### config.mk
export PLATFORM = sky130hd
export DESIGN_NAME = bjs_ctrl
export DESIGN_NICKNAME = d
export VERILOG_FILES = /design/src/rtl/assert_macros.svh /design/src/rtl/bjs_pkg.sv /design/src/rtl/bjs_ctrl.sv
export SDC_FILE = /design/constraint.sdc
export NUM_CORES = 1
export LEC_CHECK = 0
export ABC_AREA = 1
export BUFFER_PORTS_ARGS = -buffer_cell sky130_fd_sc_hd__clkbuf_2
export CORE_MARGIN = 5
export CORE_UTILIZATION = 40
export DETAILED_ROUTE_END_ITERATION = 8
export PLACE_DENSITY = 0.7
export REMOVE_ABC_BUFFERS = 1
export SLEW_MARGIN = 20
export SYNTH_ARGS = -nofsm -noshare
export SYNTH_HDL_FRONTEND = slang
export SYNTH_SLANG_ARGS = --single-unit
### constraint.sdc
create_clock -name clk -period 3.6 [get_ports clk]
set_input_delay 1.08 -clock clk [delete_from_list [all_inputs] [get_ports clk]]
set_output_delay 1.08 -clock clk [all_outputs]
set_load 0.01 [all_outputs]
### src/rtl/assert_macros.svh
// Assertion macros used by the top level of the banded Jacobi solver.
// Depends on a clock named clk and an active-low reset named arst_n in scope.
`ifndef ASSERT_MACROS_SVH
`define ASSERT_MACROS_SVH

// Same-cycle implication, sampled on the rising clock edge, off during reset.
`define BJS_ASSERT_IMP(lbl, ante, cons, msg) \
	lbl: assert property (@(posedge clk) disable iff (!arst_n) (ante) |-> (cons)) else $error(msg);

// Next-cycle implication, sampled on the rising clock edge, off during reset.
`define BJS_ASSERT_NXT(lbl, ante, cons, msg) \
	lbl: assert property (@(posedge clk) disable iff (!arst_n) (ante) |=> (cons)) else $error(msg);

`endif

### src/rtl/bjs_pkg.sv
// Shared types and codes of the banded Jacobi solver.
// No dependencies; the top, controller and datapath refer to it by scoped names.
package bjs_pkg;

	// Input item operations
	localparam logic [1:0] OP_MAT   = 2'd0;
	localparam logic [1:0] OP_RHS   = 2'd1;
	localparam logic [1:0] OP_X0    = 2'd2;
	localparam logic [1:0] OP_START = 2'd3;

	// Result status codes
	localparam logic [1:0] ST_CONV  = 2'd0;
	localparam logic [1:0] ST_FIXED = 2'd1;
	localparam logic [1:0] ST_CAP   = 2'd2;
	localparam logic [1:0] ST_ZDIAG = 2'd3;

	// Configuration register indexes
	localparam logic [2:0] REG_SIZE  = 3'd0;
	localparam logic [2:0] REG_BAND  = 3'd1;
	localparam logic [2:0] REG_TOL   = 3'd2;
	localparam logic [2:0] REG_MODE  = 3'd3;
	localparam logic [2:0] REG_FIXED = 3'd4;
	localparam logic [2:0] REG_CAP   = 3'd5;

	localparam int CFG_DW = 31;

	typedef struct packed {
		logic [1:0]         operation;
		logic [4:0]         row;
		logic [4:0]         col;
		logic signed [31:0] value;
	} req_t;

	typedef struct packed {
		logic [4:0]         out_row;
		logic signed [31:0] solution;
		logic [16:0]        sweeps_done;
		logic [1:0]         status;
		logic               last;
	} rsp_t;

	// Controller to datapath commands
	typedef struct packed {
		logic load;
		logic diag_rd;
		logic rhs_rd;
		logic acc_clr;
		logic band_rd;
		logic band_diag;
		logic skip_diag;
		logic div_start;
		logic nxt_wr;
		logic copy_rd;
		logic res_clr;
		logic res_r;
		logic res_sq;
		logic res_acc;
		logic out_rd;
		logic out_ld;
	} cmd_t;

	// Datapath to controller status
	typedef struct packed {
		logic diag_zero;
		logic div_done;
		logic res_small;
	} stat_t;

endpackage

### src/rtl/bjs_ctrl.sv
// Sequencer of the banded Jacobi solver: diagonal check, sweeps, residual
// passes and result delivery. Depends on bjs_pkg.
module bjs_ctrl #(
	parameter int MAX_SIZE      = 32,
	parameter int MAX_HALF_BAND = 31
) (
	input  logic                        clk,
	input  logic                        arst_n,
	input  logic                        req_valid,
	input  logic [1:0]                  req_op,
	output logic                        req_ready,
	output logic                        rsp_valid,
	input  logic                        rsp_ready,
	input  logic [5:0]                  sys_size,
	input  logic [4:0]                  half_band,
	input  logic                        stop_mode,
	input  logic [15:0]                 fixed_sweeps,
	input  logic [15:0]                 sweep_cap,
	input  bjs_pkg::stat_t              st,
	output bjs_pkg::cmd_t               cmd,
	output logic [$clog2(MAX_SIZE)-1:0] row_idx,
	output logic [$clog2(MAX_SIZE)-1:0] col_idx,
	output logic [16:0]                 sweeps,
	output logic [1:0]                  status,
	output logic                        last
);

	localparam int IW = $clog2(MAX_SIZE);
	localparam int NW = $clog2(MAX_SIZE + 1);

	localparam logic [4:0] S_IDLE     = 5'd0;
	localparam logic [4:0] S_DG_RD    = 5'd1;
	localparam logic [4:0] S_DG_CK    = 5'd2;
	localparam logic [4:0] S_ROW      = 5'd3;
	localparam logic [4:0] S_BAND     = 5'd4;
	localparam logic [4:0] S_DRAIN    = 5'd5;
	localparam logic [4:0] S_DIV_GO   = 5'd6;
	localparam logic [4:0] S_DIV_WAIT = 5'd7;
	localparam logic [4:0] S_COPY     = 5'd8;
	localparam logic [4:0] S_COPY_END = 5'd9;
	localparam logic [4:0] S_RES_R    = 5'd10;
	localparam logic [4:0] S_RES_SQ   = 5'd11;
	localparam logic [4:0] S_RES_ACC  = 5'd12;
	localparam logic [4:0] S_RES_DEC  = 5'd13;
	localparam logic [4:0] S_OUT_RD   = 5'd14;
	localparam logic [4:0] S_OUT_LD   = 5'd15;
	localparam logic [4:0] S_OUT_V    = 5'd16;

	logic [4:0]    state_q;
	logic [IW-1:0] i_q;
	logic [IW-1:0] j_q;
	logic          drain_q;
	logic          sweep_ph_q;
	logic [16:0]   count_q;
	logic [1:0]    status_q;

	logic [NW-1:0] n_eff;
	logic [IW-1:0] n_m1;
	logic [4:0]    l_eff;
	logic [9:0]    i10, l10, n10, lo10, hi10;
	logic [IW-1:0] lo, hi;
	logic [16:0]   cnt_inc;
	logic [15:0]   cap_eff;

	always_comb begin
		if (sys_size == 6'd0) begin
			n_eff = NW'(1);
		end else if (32'(sys_size) > MAX_SIZE) begin
			n_eff = NW'(MAX_SIZE);
		end else begin
			n_eff = NW'(sys_size);
		end
	end

	assign n_m1  = IW'(n_eff - NW'(1));
	assign l_eff = (32'(half_band) > MAX_HALF_BAND) ? 5'(MAX_HALF_BAND) : half_band;
	assign i10   = 10'(i_q);
	assign l10   = 10'(l_eff);
	assign n10   = 10'(n_eff);
	assign lo10  = (i10 >= l10) ? i10 - l10 : 10'd0;
	assign hi10  = (i10 + l10 < n10) ? i10 + l10 : n10 - 10'd1;
	assign lo    = IW'(lo10);
	assign hi    = IW'(hi10);
	assign cnt_inc = count_q + 17'd1;
	assign cap_eff = (sweep_cap == 16'd0) ? 16'd1 : sweep_cap;

	always_ff @(posedge clk or negedge arst_n) begin
		if (!arst_n) begin
			state_q    <= S_IDLE;
			i_q        <= '0;
			j_q        <= '0;
			drain_q    <= 1'b0;
			sweep_ph_q <= 1'b0;
			count_q    <= '0;
			status_q   <= bjs_pkg::ST_CONV;
		end else begin
			unique case (state_q)
				S_IDLE: begin
					if (req_valid && req_op == bjs_pkg::OP_START) begin
						i_q     <= '0;
						count_q <= '0;
						state_q <= S_DG_RD;
					end
				end
				S_DG_RD: state_q <= S_DG_CK;
				S_DG_CK: begin
					if (st.diag_zero) begin
						status_q <= bjs_pkg::ST_ZDIAG;
						i_q      <= '0;
						state_q  <= S_OUT_RD;
					end else if (i_q == n_m1) begin
						i_q        <= '0;
						sweep_ph_q <= 1'b1;
						state_q    <= S_ROW;
					end else begin
						i_q     <= i_q + IW'(1);
						state_q <= S_DG_RD;
					end
				end
				S_ROW: begin
					j_q     <= lo;
					drain_q <= 1'b0;
					state_q <= S_BAND;
				end
				S_BAND: begin
					if (j_q == hi) begin
						state_q <= S_DRAIN;
					end else begin
						j_q <= j_q + IW'(1);
					end
				end
				S_DRAIN: begin
					drain_q <= ~drain_q;
					if (drain_q) begin
						state_q <= sweep_ph_q ? S_DIV_GO : S_RES_R;
					end
				end
				S_DIV_GO: state_q <= S_DIV_WAIT;
				S_DIV_WAIT: begin
					if (st.div_done) begin
						if (i_q == n_m1) begin
							j_q     <= '0;
							state_q <= S_COPY;
						end else begin
							i_q     <= i_q + IW'(1);
							state_q <= S_ROW;
						end
					end
				end
				S_COPY: begin
					if (j_q == n_m1) begin
						state_q <= S_COPY_END;
					end else begin
						j_q <= j_q + IW'(1);
					end
				end
				S_COPY_END: begin
					count_q <= cnt_inc;
					i_q     <= '0;
					if (stop_mode) begin
						if (cnt_inc == 17'(fixed_sweeps) + 17'd1) begin
							status_q <= bjs_pkg::ST_FIXED;
							state_q  <= S_OUT_RD;
						end else begin
							state_q <= S_ROW;
						end
					end else begin
						sweep_ph_q <= 1'b0;
						state_q    <= S_ROW;
					end
				end
				S_RES_R:  state_q <= S_RES_SQ;
				S_RES_SQ: state_q <= S_RES_ACC;
				S_RES_ACC: begin
					if (i_q == n_m1) begin
						state_q <= S_RES_DEC;
					end else begin
						i_q     <= i_q + IW'(1);
						state_q <= S_ROW;
					end
				end
				S_RES_DEC: begin
					i_q <= '0;
					if (st.res_small) begin
						status_q <= bjs_pkg::ST_CONV;
						state_q  <= S_OUT_RD;
					end else if (count_q >= 17'(cap_eff)) begin
						status_q <= bjs_pkg::ST_CAP;
						state_q  <= S_OUT_RD;
					end else begin
						sweep_ph_q <= 1'b1;
						state_q    <= S_ROW;
					end
				end
				S_OUT_RD: state_q <= S_OUT_LD;
				S_OUT_LD: state_q <= S_OUT_V;
				S_OUT_V: begin
					if (rsp_ready) begin
						if (i_q == n_m1) begin
							state_q <= S_IDLE;
						end else begin
							i_q     <= i_q + IW'(1);
							state_q <= S_OUT_RD;
						end
					end
				end
				default: state_q <= S_IDLE;
			endcase
		end
	end

	always_comb begin
		cmd = '0;
		unique case (state_q)
			S_IDLE:     cmd.load = req_valid && req_op != bjs_pkg::OP_START;
			S_DG_RD:    cmd.diag_rd = 1'b1;
			S_ROW: begin
				cmd.rhs_rd  = 1'b1;
				cmd.acc_clr = 1'b1;
				cmd.res_clr = !sweep_ph_q && i_q == '0;
			end
			S_BAND: begin
				cmd.band_rd   = 1'b1;
				cmd.band_diag = j_q == i_q;
				cmd.skip_diag = sweep_ph_q;
			end
			S_DIV_GO:   cmd.div_start = 1'b1;
			S_DIV_WAIT: cmd.nxt_wr = st.div_done;
			S_COPY:     cmd.copy_rd = 1'b1;
			S_RES_R:    cmd.res_r = 1'b1;
			S_RES_SQ:   cmd.res_sq = 1'b1;
			S_RES_ACC:  cmd.res_acc = 1'b1;
			S_OUT_RD:   cmd.out_rd = 1'b1;
			S_OUT_LD:   cmd.out_ld = 1'b1;
			default:    cmd = '0;
		endcase
	end

	assign req_ready = state_q == S_IDLE;
	assign rsp_valid = state_q == S_OUT_V;
	assign row_idx   = i_q;
	assign col_idx   = (state_q == S_BAND || state_q == S_COPY) ? j_q : i_q;
	assign sweeps    = count_q;
	assign status    = status_q;
	assign last      = i_q == n_m1;

endmodule

After elaboration in Yosys (flattened, before gate mapping)
Index checks and enable logic that the tools add are counted.
- input bits: 53
- output and inout port bits: 48
- flip-flop bits (word level): 36
- multiplexer cells: 63
- reduce and logical (&&, ||, !) cells: 21
- eq/ne operators: 41
- $add $sub $neg: 8
- order comparisons: 4
- bitwise gates (word level): 1
- operators by type and width (cell ; number):
    $mux W5 ; 20
    $pmux W5 S17 ; 1
    $eq A5 B4 Y1 const B ; 8
    $pmux W17 S2 ; 1
    $mux W4 ; 8
    $ne A2 B2 Y1 const B ; 16
    $pmux W5 S6 ; 1
    $eq A5 B3 Y1 const B ; 4
    $eq A5 B5 Y1 ; 4
    $pmux W5 S4 ; 1
    $add A16 B1 Y17 const B ; 1
    $add A17 B1 Y17 const B ; 1
    $eq A17 B17 Y1 ; 1
    $ge A17 B16 Y1 ; 1
    $mux W17 ; 1
    $logic_not A16 Y1 ; 1
    $mux W1 ; 16
    $mux W16 ; 1
    $mux W2 ; 7
    $mux W6 ; 2
    $reduce_and A6 Y1 ; 2
    $add A5 B1 Y5 const B ; 2
    $eq A5 B2 Y1 const B ; 2
    $logic_not A5 Y1 ; 2
    28 further kinds ; 34

Depth between registers and ports, before layout
- depth after elaboration: 8
- mapped depth: 21
- depth with buffers taken out: 20

Worst setup path before layout
No wires, ideal clock.
- kind: input -> output
- start point: in sys_size[0]
- end point: out last
- buffers on the path: 1
- cell stages on the path: 13
- data arrival time: 2.595 ns
- slack: -0.075 ns
- path through: nor2_1 nand3_2 nand2_2 inv_1 ha_1 xor2_1 nand2_1 nor2_1 nand3_1 nor2_2 nand2_2 buf_6 inv_1
- word-level cells in the longest chain between the ends: 5
- ends and longest elaborated chain (what ; RTL line ; text):
    start: declaration ; bjs_ctrl.sv:14 ; input logic [5:0] sys_size,
    $gt A6 B6 Y1 ; bjs_ctrl.sv:68 ; end else if (32'(sys_size) > MAX_SIZE) begin
    $mux W6 ; bjs_ctrl.sv:68 ;
    $mux W6 * ; bjs_ctrl.sv:66 ; if (sys_size == 6'd0) begin
    $sub A5 B1 Y5 * ; bjs_ctrl.sv:75 ; assign n_m1 = IW'(n_eff - NW'(1));
    $eq A5 B5 Y1 * ; bjs_ctrl.sv:245 ; assign last = i_q == n_m1;
    end: declaration ; bjs_ctrl.sv:25 ; output logic last
Mark *: on every way between the ends. The rest lies on a longest branch, timed or not.

Final worst setup path
- start point: in sys_size[2]
- end point: out last
Same word-level chain as after synthesis.

==> summary.md <==
| Metric | Value |
|---|---|
| Status | finished, final reports clean |
| Share of post-route cells with drive strength above 1 | 22.7% |
| Xor and xnor area share after synthesis | 7.54% |
| Post-synthesis mux area share | 0% |
| CP required | about 2.5 ns |
| Area growth syn-to-layout | 23.1% |
| Total gr overflow | 0 |
| Worst Tran Pin Value | 0.875 ns |
| #FFs+latches synth | 36 |
| Final instance area | approximately 0.0061 mm² |
| Max Root-Sink Buffers | 2 |
| Cells after Synth | 811 |
| First-pass DRT Iterations | 4 |
| Commonest non-fill, non-tap cell in the layout | nand2_1 |
| Fin worst setup slack | between 0.004 and 0.005 ns |
| Nets | a little over 1000 |
| Largest net degree at the start of global routing | 37 |
| Final hold slack | roughly 0.48 ns |
| Die area | 0.0147 mm² |
| CTS tree | yes |
| Pre-CTS WS | -0.179 ns |
| 1st-iter DRT viols | 337 |
| Syn Area/Cell | 6.10 µm² |
| Sum of negative setup slack | 0 ns |
| Die Wd | around 120 µm |
| Crit path max fanout | 2 |
| Num CTS Buffers | 5 |
| H-tree Lvls | 2 |
| Max stage delay on crit path | between 0.2 and 0.3 ns |
| Leak Pwr | roughly 3.3 nW |
| Worst path arrival time | ~2.5 ns |
| Pwr Total | 2.27 mW |
| Hold WC Path Type | reg2reg |
| Post-synthesis cell area | between 0.004 and 0.005 mm² |
| Worst-path clk slew | ~0.060 ns |
| RD Place Congestion | 0.903 |
| IO buf count | 100 |
| VDD IR max | approximately 0.00024 V |
| Initial antenna violation count | 0 |
| Overall routing resource usage | 19.8% |
| Cell Count Post-Placement | 1090 |
| Num rows | 40 |
| Number of global-route vias before repair | 5185 |
| Largest family of logic cells by synthesized area | simple AND/OR/NAND/NOR gates |
| Critical path endpoint category | output pin |
| Number of diodes | 0 |
| Top Ports | between 100 and 150 |
| Slowest-stage cell, CP | ha_4 |
| WP buf/inv | 4 |
| Final setup skew | 0.00572 ns |
| Final core occ | 50.5% |
| Tcrit/Tclk final | between 90% and 100% |
| Post-synthesis adder-cell area fraction | 10.2% |
| DRC viols | 0 |
| Vias post-DR | 5473 |
| Final min period | 3.60 ns |
| Post-DRT Antenna Nets | 0 |
| Setup crit start kind | primary input |
| Root Buffer | clkbuf_16 |
| Routed WL | 14700 µm |
| Hold-fix buffers, CTS | 0 |
| Slew headroom | roughly two fifths |
| Delay-heaviest family, CP | simple AND/OR/NAND/NOR gates |
| Register area share after synthesis | a little under a fifth |
| Dpl hpwl | around 12000 µm |
| Starting Density | about two fifths |
| Yosys warnings | 0 |
| Pins over their slew limit | 0 |
| Core area | 0.0121 mm² |
| Yosys cell types | 43 |
| FMAX | about 280 MHz |
| Placed Area | 0.00577 mm² |
| P per Cell Area | 372 mW/mm² |
| Setup CP Type | in2out |
| Most frequent cells in the layout | nand2_1, inv_1, clkbuf_2 |
| Routed wire per std cell | 13.3 µm |
| Clk_lat worst skew | 0.29 ns |
| Final Hold Viols | 0 |
| Fin cells | between 1000 and 1500 |
| Die Y | 121 µm |
| Synth Area in Compound Gates | a little over a tenth |
| CP cell instances | buf_8 -> nor2_4 -> nand3_2 -> nand2_2 -> inv_2 -> ha_4 -> xor2_1 -> nand2_1 -> nor2_2 -> nand3_1 -> nor2_2 -> nand2_2 -> inv_2 -> buf_6 |
| Via-per-instance ratio | around 5 |
| Global-route wire length before repair | between 20000 and 25000 µm |
| Clock Sinks | 36 |
| RSZ-0062 raised after global routing | yes |
| Simple-Gate Fraction of Synth Area | between 40% and 50% |
| Max cap viols | 0 |
| Final setup viols | 0 |
## power breakdown
group	leakage, nW	internal [mW]	switching (mW)
logic	2.78	0.448	0.769
registers	0.487	0.472	0.114
clock network	0.0691	0.276	0.188
total	3.34	1.20	1.07
## repair_timing
item,CTS,global route
pin swaps,10,18
gates resized for setup,8,23
gates cloned,0,1
endpoints found under the hold margin,0,0
buffers inserted,6,2
setup endpoints to repair,1,15
## routing by layer
layer	vias up	wire [µm]	global-route usage, %
met5	-	0	0
met4	0	290	5.39
met3	21	630	2.10
met2	136	6900	34.1
met1	2469	6840	26.4
li1	2847	-	-
## logic make-up (layout without fill, tap and decap cells)
kind of cell / Yosys count / after routing
adders and majority gates: 39 / 39
DFF: 36 / 36
xor gates and xnor gates: 40 / 40
AOI/OAI and AO/OA: 87 / 87
and+or+nand+nor: 457 / 458
buffers and inverters: 152 / 278
## flip-flops by register name (all words and copies together) (netlist names)
name        flops
j_q             5
drain_q         1
row_idx         5
sweeps         17
sweep_ph_q      1
state_q         5
status          2
## cells in the mapped netlist, drive strengths merged
library cell | number | area [µm²]
nand2 | 231 | 912
nor2 | 114 | 528
nand3 | 78 | 410
o21ai | 34 | 185
a21oi | 21 | 109
o21bai | 4 | 30.0
a32oi | 1 | 8.76
o211ai | 3 | 22.5
a2111oi | 1 | 8.76
nor4 | 5 | 31.3
dfrtp | 36 | 901
xor2 | 32 | 303
nor3 | 5 | 25.0
buf | 5 | 36.3
fa | 2 | 40.0
ha | 37 | 463
inv | 139 | 522
a211oi | 4 | 30.0
clkbuf | 8 | 31.3
nor2b | 1 | 6.26
a41o | 1 | 10.0
o21a | 2 | 15.0
nor3b | 1 | 7.51
xnor2 | 8 | 70.1
o22ai | 14 | 87.6
a22oi | 2 | 15.0
nand4 | 20 | 125
or2 | 1 | 6.26
nand3b | 1 | 7.51
## worst register-to-register path: cells and delay by family (launching register included)
family / cells / cell delay (ns)
simple gates: 9 / 0.75
fa+ha+maj: 2 / 0.67
compound gates: 4 / 0.66
buf+inv: 2 / 0.15
flops: 1 / 0.52
xor+xnor: 1 / 0.19
## final cells by class
type	count	area (µm²)
inverter	139	522
sequential	36	901
tap	168	210
clock buffer	6	139
timing repair buffer	131	774
multi-input combinational	624	3530
clock inverter	2	15.0
fill	1265	5970
## final timing paths
check | startpoint | end | slack (ns) | cells past startpoint
max in group asynchronous | arst_n | status[1]$_DFFE_PN0P_ | 2.14 | 1
setup reg to reg | row_idx[2]$_DFFE_PN0P_ | state_q[1]$_DFFE_PN0P_ | 0.60 | 18
hold reg to reg | status[1]$_DFFE_PN0P_ | status[1]$_DFFE_PN0P_ | 0.48 | 2
min in group asynchronous | arst_n | sweeps[1]$_DFFE_PN0P_ | 0.91 | 1
setup / recovery | sys_size[2] | last | 0.004 | 14
hold / removal | status[1]$_DFFE_PN0P_ | status[1]$_DFFE_PN0P_ | 0.48 | 2
Note: power is estimated with default switching activity, not from simulation.
